### src/sv/lfrr_pkg.sv
// Shared constants and types for the login frame refuse responder.
`default_nettype none

package lfrr_pkg;

  // Frame delimiters and codes
  localparam logic [7:0] FRAME_HEAD  = 8'h02;
  localparam logic [7:0] FRAME_TAIL  = 8'h03;
  localparam logic [7:0] CMD_LOGIN   = 8'hA0;
  localparam logic [7:0] ACK_CODE    = 8'hA5;
  localparam logic [7:0] REFUSE_CODE = 8'h57;
  localparam logic [7:0] SUM_GOOD    = 8'hFF;
  localparam logic [7:0] REPLY_LEN   = 8'h0A;

  // Byte count saturation and thresholds
  localparam logic [3:0] POS_SAT     = 4'd8;
  localparam logic [3:0] MIN_FRAME   = 4'd6;
  localparam logic [3:0] MIN_LOGIN   = 4'd8;

  // Byte positions inside the received frame
  localparam logic [3:0] POS_HEAD    = 4'd0;
  localparam logic [3:0] POS_CMD     = 4'd2;
  localparam logic [3:0] POS_SER_LO  = 4'd3;
  localparam logic [3:0] POS_SER_HI  = 4'd6;

  // Byte positions inside the reply frame
  localparam logic [3:0] RP_HEAD     = 4'd0;
  localparam logic [3:0] RP_LEN      = 4'd1;
  localparam logic [3:0] RP_ACK      = 4'd2;
  localparam logic [3:0] RP_REFUSE   = 4'd3;
  localparam logic [3:0] RP_S3       = 4'd4;
  localparam logic [3:0] RP_S2       = 4'd5;
  localparam logic [3:0] RP_S1       = 4'd6;
  localparam logic [3:0] RP_S0       = 4'd7;
  localparam logic [3:0] RP_CHK      = 4'd8;
  localparam logic [3:0] RP_TAIL     = 4'd9;

  // Sum of the fixed reply bytes: head, length, ack and refuse codes
  localparam logic [7:0] CHK_BASE    = 8'(FRAME_HEAD + REPLY_LEN + ACK_CODE + REFUSE_CODE);

  // Default depth of the queue between parser and sender
  localparam int unsigned QUEUE_DEPTH_DEF = 4;

  // A refuse request handed from the parser to the queue
  typedef struct packed {
    logic        push;
    logic [31:0] serial;
  } lfrr_req_t;

endpackage : lfrr_pkg

`default_nettype wire

### src/sv/lfrr_parser.sv
// Front end: parses received bytes and flags login requests to be refused.
`default_nettype none

module lfrr_parser (
  input  wire logic              clk_i,
  input  wire logic              rst_ni,
  input  wire logic              accept_i,
  input  wire logic [7:0]        rx_byte_i,
  input  wire logic              rx_last_i,
  output lfrr_pkg::lfrr_req_t    req_o
);
  import lfrr_pkg::*;

  logic [3:0]  pos_q, pos_d;
  logic [7:0]  sum_q, sum_d;
  logic        header_q, header_d;
  logic [7:0]  cmd_q, cmd_d;
  logic [31:0] serial_q, serial_d;
  logic        frame_ok;

  // Per-byte update of the frame state
  always_comb begin
    header_d = header_q;
    cmd_d    = cmd_q;
    serial_d = serial_q;
    if (pos_q == POS_HEAD) begin
      header_d = (rx_byte_i == FRAME_HEAD);
    end
    if (pos_q == POS_CMD) begin
      cmd_d = rx_byte_i;
    end
    if (pos_q >= POS_SER_LO && pos_q <= POS_SER_HI) begin
      serial_d = {serial_q[23:0], rx_byte_i};
    end
    sum_d = sum_q + rx_byte_i;
    pos_d = (pos_q < POS_SAT) ? pos_q + 4'd1 : POS_SAT;
  end

  // Checks on the final byte: sum before the tail must be all ones
  assign frame_ok = header_d && (rx_byte_i == FRAME_TAIL) && (pos_d >= MIN_FRAME) &&
                    (sum_q == SUM_GOOD) && (cmd_d == CMD_LOGIN) && (pos_d >= MIN_LOGIN);

  assign req_o.push   = accept_i && rx_last_i && frame_ok;
  assign req_o.serial = serial_d;

  // Frame state; cleared after every final byte
  always_ff @(posedge clk_i or negedge rst_ni) begin
    if (!rst_ni) begin
      pos_q    <= '0;
      sum_q    <= '0;
      header_q <= 1'b0;
      cmd_q    <= '0;
      serial_q <= '0;
    end else if (accept_i) begin
      if (rx_last_i) begin
        pos_q    <= '0;
        sum_q    <= '0;
        header_q <= 1'b0;
        cmd_q    <= '0;
        serial_q <= '0;
      end else begin
        pos_q    <= pos_d;
        sum_q    <= sum_d;
        header_q <= header_d;
        cmd_q    <= cmd_d;
        serial_q <= serial_d;
      end
    end
  end

endmodule : lfrr_parser

`default_nettype wire

### src/sv/lfrr_queue.sv
// Short FIFO of pending refuse requests between parser and sender.
`default_nettype none

module lfrr_queue #(
  parameter int unsigned Depth = lfrr_pkg::QUEUE_DEPTH_DEF
) (
  input  wire logic              clk_i,
  input  wire logic              rst_ni,
  input  wire lfrr_pkg::lfrr_req_t req_i,
  input  wire logic              pop_i,
  output logic [31:0]            serial_o,
  output logic                   empty_o,
  output logic                   full_o
);
  import lfrr_pkg::*;

  localparam int unsigned PtrW = (Depth > 1) ? $clog2(Depth) : 1;
  localparam int unsigned CntW = $clog2(Depth + 1);
  localparam logic [PtrW-1:0] PtrLast = PtrW'(Depth - 1);
  localparam logic [CntW-1:0] CntFull = CntW'(Depth);

  logic [31:0]     mem_q [Depth];
  logic [PtrW-1:0] wr_ptr_q, rd_ptr_q;
  logic [CntW-1:0] cnt_q;

  assign empty_o  = (cnt_q == '0);
  assign full_o   = (cnt_q == CntFull);
  assign serial_o = mem_q[rd_ptr_q];

  // Storage
  always_ff @(posedge clk_i) begin
    if (req_i.push) begin
      mem_q[wr_ptr_q] <= req_i.serial;
    end
  end

  // Pointers and fill count
  always_ff @(posedge clk_i or negedge rst_ni) begin
    if (!rst_ni) begin
      wr_ptr_q <= '0;
      rd_ptr_q <= '0;
      cnt_q    <= '0;
    end else begin
      if (req_i.push) begin
        wr_ptr_q <= (wr_ptr_q == PtrLast) ? '0 : wr_ptr_q + 1'b1;
      end
      if (pop_i) begin
        rd_ptr_q <= (rd_ptr_q == PtrLast) ? '0 : rd_ptr_q + 1'b1;
      end
      if (req_i.push && !pop_i) begin
        cnt_q <= cnt_q + 1'b1;
      end else if (pop_i && !req_i.push) begin
        cnt_q <= cnt_q - 1'b1;
      end
    end
  end

endmodule : lfrr_queue

`default_nettype wire

### src/sv/lfrr_sender.sv
// Back end: sends the 10-byte refuse frame for each queued request.
`default_nettype none

module lfrr_sender (
  input  wire logic        clk_i,
  input  wire logic        rst_ni,
  input  wire logic [31:0] serial_i,
  input  wire logic        empty_i,
  output logic             pop_o,
  output logic [7:0]       reply_byte_o,
  output logic             reply_last_o,
  output logic             reply_valid_o,
  input  wire logic        reply_stall_i
);
  import lfrr_pkg::*;

  logic        busy_q;
  logic [3:0]  idx_q;
  logic [31:0] serial_q;
  logic [7:0]  chk_q, chk_d;
  logic        taken, done;

  assign taken = busy_q && !reply_stall_i;
  assign done  = taken && (idx_q == RP_TAIL);
  assign pop_o = !empty_i && (!busy_q || done);

  // Checksum of a new request, worked out as it is loaded
  always_comb begin
    chk_d = CHK_BASE + serial_i[31:24];
    chk_d = chk_d + serial_i[23:16];
    chk_d = chk_d + serial_i[15:8];
    chk_d = chk_d + serial_i[7:0];
    chk_d = ~chk_d;
  end

  // Reply byte selection
  always_comb begin
    unique case (idx_q)
      RP_HEAD:   reply_byte_o = FRAME_HEAD;
      RP_LEN:    reply_byte_o = REPLY_LEN;
      RP_ACK:    reply_byte_o = ACK_CODE;
      RP_REFUSE: reply_byte_o = REFUSE_CODE;
      RP_S3:     reply_byte_o = serial_q[31:24];
      RP_S2:     reply_byte_o = serial_q[23:16];
      RP_S1:     reply_byte_o = serial_q[15:8];
      RP_S0:     reply_byte_o = serial_q[7:0];
      RP_CHK:    reply_byte_o = chk_q;
      RP_TAIL:   reply_byte_o = FRAME_TAIL;
      default:   reply_byte_o = FRAME_TAIL;
    endcase
  end

  assign reply_valid_o = busy_q;
  assign reply_last_o  = busy_q && (idx_q == RP_TAIL);

  // Payload registers of the frame in flight
  always_ff @(posedge clk_i) begin
    if (pop_o) begin
      serial_q <= serial_i;
      chk_q    <= chk_d;
    end
  end

  // Sequencing through the reply bytes
  always_ff @(posedge clk_i or negedge rst_ni) begin
    if (!rst_ni) begin
      busy_q <= 1'b0;
      idx_q  <= RP_HEAD;
    end else if (pop_o) begin
      busy_q <= 1'b1;
      idx_q  <= RP_HEAD;
    end else if (done) begin
      busy_q <= 1'b0;
      idx_q  <= RP_HEAD;
    end else if (taken) begin
      idx_q  <= idx_q + 4'd1;
    end
  end

endmodule : lfrr_sender

`default_nettype wire

### src/sv/login_frame_refuse_responder_unit.sv
// Top level of the login frame refuse responder.
// Usage:
//   rx channel: one datagram byte per item (rx_byte_i), rx_last_i on the
//   final byte. reply channel: one byte of a refuse frame per item,
//   reply_last_o on the tenth byte.
//   A valid login frame (head 0x02, tail 0x03, at least 8 bytes, command
//   0xA0, sum of all bytes but the tail 0xFF) yields a 10-byte refuse frame.
// Throughput: one rx item per cycle while not stalled; the parser holds
//   only per-frame registers. Replies: one byte per cycle unless stalled.
// Flow: with the sender idle, the request is written into the queue at
//   the edge that accepts the final rx byte and the sender loads it at the
//   next edge, from which the first reply byte is offered; the queue holds
//   up to QueueDepth pending requests.
// Stall: a stall on the reply side only halts the sender; rx_stall_o rises
//   only once the request queue is full, so input keeps flowing until then.
// Reset: asynchronous, active low; clears frame state, queue and sender,
//   no reply in flight afterwards.
`default_nettype none

module login_frame_refuse_responder_unit #(
  parameter int unsigned QueueDepth = lfrr_pkg::QUEUE_DEPTH_DEF
) (
  input  wire logic       clk_i,
  input  wire logic       rst_ni,
  input  wire logic [7:0] rx_byte_i,
  input  wire logic       rx_last_i,
  input  wire logic       rx_valid_i,
  output logic            rx_stall_o,
  output logic [7:0]      reply_byte_o,
  output logic            reply_last_o,
  output logic            reply_valid_o,
  input  wire logic       reply_stall_i
);
  import lfrr_pkg::*;

  lfrr_req_t   req;
  logic        rx_accept;
  logic        q_full, q_empty, q_pop;
  logic [31:0] q_serial;

  assign rx_stall_o = q_full;
  assign rx_accept  = rx_valid_i && !rx_stall_o;

  // Front: byte parser
  lfrr_parser u_parser (
    .clk_i     (clk_i),
    .rst_ni    (rst_ni),
    .accept_i  (rx_accept),
    .rx_byte_i (rx_byte_i),
    .rx_last_i (rx_last_i),
    .req_o     (req)
  );

  // Request queue
  lfrr_queue #(
    .Depth (QueueDepth)
  ) u_queue (
    .clk_i    (clk_i),
    .rst_ni   (rst_ni),
    .req_i    (req),
    .pop_i    (q_pop),
    .serial_o (q_serial),
    .empty_o  (q_empty),
    .full_o   (q_full)
  );

  // Back: reply sender
  lfrr_sender u_sender (
    .clk_i         (clk_i),
    .rst_ni        (rst_ni),
    .serial_i      (q_serial),
    .empty_i       (q_empty),
    .pop_o         (q_pop),
    .reply_byte_o  (reply_byte_o),
    .reply_last_o  (reply_last_o),
    .reply_valid_o (reply_valid_o),
    .reply_stall_i (reply_stall_i)
  );

  // No request is written into a full queue
  assert property (@(posedge clk_i) disable iff (!rst_ni) !(req.push && q_full))
    else $error("request pushed into full queue");

  // Nothing is popped from an empty queue
  assert property (@(posedge clk_i) disable iff (!rst_ni) !(q_pop && q_empty))
    else $error("pop from empty queue");

  // A new reply frame starts at its head byte
  assert property (@(posedge clk_i) disable iff (!rst_ni)
                   $rose(reply_valid_o) |-> (reply_byte_o == FRAME_HEAD && !reply_last_o))
    else $error("reply frame does not start with head byte");

  // A reply byte held under stall does not move on
  assert property (@(posedge clk_i) disable iff (!rst_ni)
                   (reply_valid_o && reply_stall_i) |=> (reply_valid_o && $stable(reply_byte_o)))
    else $error("stalled reply byte changed");

endmodule : login_frame_refuse_responder_unit

`default_nettype wire

### config.mk
export PLATFORM = sky130hd
export DESIGN_NAME = login_frame_refuse_responder_unit
export DESIGN_NICKNAME = d
export VERILOG_FILES = /design/src/sv/lfrr_pkg.sv /design/src/sv/lfrr_parser.sv /design/src/sv/lfrr_queue.sv /design/src/sv/lfrr_sender.sv /design/src/sv/login_frame_refuse_responder_unit.sv
export SDC_FILE = /design/constraint.sdc
export NUM_CORES = 1
export LEC_CHECK = 0
export BUFFER_PORTS_ARGS = -buffer_cell sky130_fd_sc_hd__buf_2
export CORE_MARGIN = 2
export CORE_UTILIZATION = 24
export CTS_CLUSTER_DIAMETER = 50
export DETAILED_ROUTE_END_ITERATION = 10
export GPL_TIMING_DRIVEN = 0
export PLACE_DENSITY = 0.42
export SLEW_MARGIN = 5
export SYNTH_ARGS = -nofsm -noshare
export SYNTH_HDL_FRONTEND = slang
export SYNTH_HIERARCHICAL = 1
export SYNTH_SLANG_ARGS = --single-unit
### constraint.sdc
create_clock -name clk_i -period 4.1 [get_ports clk_i]
set_input_delay 0.205 -clock clk_i [delete_from_list [all_inputs] [get_ports clk_i]]
set_output_delay 0.205 -clock clk_i [all_outputs]
set_load 0.01 [all_outputs]
==> results.cfg <==
[floorplan]
initial_core_util_pct = 24.4
die_area_mm2 = 0.0454
core_mm2 = 0.0431
die_h_um = 213
die_x_um = 213
ios = 24
std_cell_rows = 76

[worst_setup_path]
crit_path_start = u_queue/rd_ptr_q[0]$_DFFE_PN0P_
reg2reg_depth = 13
cp-start-kind = flop
critical_path.endpoint = u_sender/chk_q[6]$_DFFE_PP_
timing.rr.start = u_queue/rd_ptr_q[0]$_DFFE_PN0P_
critPathCaptureType = flop
regToRegSetupSlack_ns = 0.25
crit_type = flop to flop
reg2reg_to = u_sender/chk_q[6]$_DFFE_PP_
path_max_fanout = 10
critPathRequiredTime_ns = 4.40
cp_data_arrival_time_ns = 4.15

[routing]
drt-initial-drc-count = 355
vias_per_cell = 4.29
num_vias = 5693
antenna_left = 0
wirelength_um = 24800
wl_per_cell_um = 18.7
drc = 0
dr.pass1.iters = 4

[timing]
fmax_mhz = 260
fin_crit_ns = 3.85
slew_headroom_pct = 24.2
rsz0062_at_grt = no
fin_setup_tns_ns = 0
hold_slack_ns = 0.0231
layout_setup_ws_ns = 0.253
tightest_slew_ns = 1.13
hold_viol = 0
report.final.slew_viol_count = 0
finalCritPeriodShare_pct = 93.8
setup_viol = 0
clock_skew_ns = 0.0281

[clock_tree]
cts_buffers = 31
clk_latency_ns = 0.58
cts_root_buf = clkbuf_16
cts.sinks = 233
tritoncts = built
clkTransAtPathRegs_ns = 0.06
clockBufferDepth = 3
cts.htree.levels = 1

[power_and_ir_drop]
p_sw_mw = 3.07
power_frac_comb_pct = 35.9
power_frac_seq_pct = 33.2
internal-power_mw = 6.13
power_frac_clock_pct = 30.9
power_leakage_nw = 4.69
swShare_pct = 33.4
peakVddDrop_mv = 0.337
power_mw = 9.20
power_density_mw_per_mm2 = 729

[run_status]
outcome = finished clean

[cells_and_area]
antenna-diode-count = 0
syn2layout_area_growth_pct = 20.3
layout.nets = 778
fin_util_pct = 29.3
fin_cells = 1327
final_cell_area_mm2 = 0.0126
drive_above_1_share_pct = 23.9

[logic_synthesis]
synth_ff_type = edfxtp_1
yosysWarnings = 6
synthArstFlopShare_pct = 27.9
synth_seq_area_share_pct = 63.6
synth_edf_count = 168
synth_most_common_cell = edfxtp_1
syn_area_per_cell_um2 = 16.0
synth_top_area_share_pct = 48.1
synthesis.area_mm2 = 0.0105
ys_ff_latch = 233
yosys.area.top_type = edfxtp_1
synth_area_leaders = edfxtp_1 (48%), dfrtp_1 (16%), mux4_2 (6.0%), a22o_1 (3.9%), ha_1 (3.8%)
synth_nets = 715
ys_top_cells_by_count = edfxtp_1 (168), dfrtp_1 (65), inv_1 (52)
syn_inst = 654
ys_types = 59

[place]
globalplace.congestion = 0.757
dp_cells = 1267
io_buffer_count = 22
hpwlAfterDp_um = 17300
dpl_cell_area_mm2 = 0.0115
dpl_worst_slack_ns = -0.0958

[global_route]
gr-usage-all-layers_pct = 11.4
grt_max_degree = 60
grt_overflow = 0
grt_pass1_wl_um = 38600
grt_pass1_vias = 6114
antenna_found_initial = 0

[worst_hold_path]
min_path_type = primary input to asynchronous set/reset pin

[flow_run]
max-cap-violations = 0
per-layer routing:
layer	global-route usage, %	share of wire, %
met5	0	0
met4	2.85	2.2
met3	1.90	2.9
met2	18.2	47
met1	16.1	48
worst max-delay path: stages (launching register included):
cell and delay (ns):
dfrtp_1 0.38, buf_8 0.17, buf_12 0.17, mux4_2 0.56
inv_1 0.09, fa_1 0.40, inv_1 0.07, fa_1 0.41
ha_1 0.29, ha_2 0.20, fa_2 0.40, a21o_1 0.18
a21oi_1 0.16, xor2_1 0.08
cell usage in the layout, fill, tap and decap left out, types with 10 or more instances in the layout:
master	instances
ha_1	31
mux2_2	35
o21ai_0	13
mux4_2	28
a22o_1	47
buf_2	26
dfrtp_1	64
fa_1	15
a21oi_1	17
nor2_1	13
clkbuf_16	31
edfxtp_1	168
a22oi_1	10
inv_1	52
clkbuf_1	11
nand2_1	15
registers in the layout, summed over array words and instances (netlist names), 3 cells and up:
signal	cells
u_sender/chk_q	8
u_sender/serial_q	32
u_queue/cnt_q	3
u_parser/pos_q	4
u_parser/sum_q	8
u_parser/serial_q	32
u_sender/idx_q	4
u_queue/mem_q	128
u_parser/cmd_q	8
power by group through the flow:
stage	Sequential, mW	Combinational (mW)	Clock [mW]
final	3.05	3.30	2.85
after global routing	3.08	3.84	3.04
after CTS	3.05	3.37	2.94
after detailed placement	3.09	3.35	0
after global placement	3.10	3.34	0
after floorplan	3.05	2.50	0
final cells by class:
cell class / instances / area, um2
repair buffers: 31 / 268
plain buffers: 29 / 209
inverters: 55 / 206
multi-input cells: 336 / 3430
well taps: 585 / 732
fillers: 4280 / 30500
flip-flops and latches: 233 / 6670
clock inverters: 25 / 315
clock buffers: 33 / 793
how the worst min path moves through the flow:
stage	end	slack, ns	cells past startpoint
after floorplan	u_parser/cmd_q[0]$_DFFE_PN0P_	-0.09	0
after global placement	u_queue/cnt_q[2]$_DFFE_PN0P_	0.47	1
after detailed placement	u_sender/reply_valid_o$_DFFE_PN0P_	0.06	1
after CTS	u_sender/reply_valid_o$_DFFE_PN0P_	0.004	2
after global routing	u_sender/idx_q[1]$_DFFE_PN0P_	0.03	2
final	u_sender/idx_q[0]$_DFFE_PN0P_	0.02	2
cells by family (layout without fill, tap and decap cells):
group | Yosys count | in the layout | share of synthesized area, %
adder cells (fa/ha/maj) | 48 | 48 | 6.87
AND/OR/NAND/NOR | 71 | 71 | 3.88
flip-flops | 233 | 233 | 63.6
multiplexers | 67 | 67 | 10.8
XOR/XNOR | 18 | 18 | 1.50
AO/OA/AOI/OAI | 132 | 132 | 9.47
buffers and inverters | 85 | 173 | 3.91
what timing repair did:
action / CTS / global route
gates resized for setup: 2 / 4
hold buffers: 2 / 0
setup endpoints to repair: 2 / 2
buffers inserted: 0 / 1
hold endpoints to repair: 65 / 0
(Power assumes the default switching activity.)
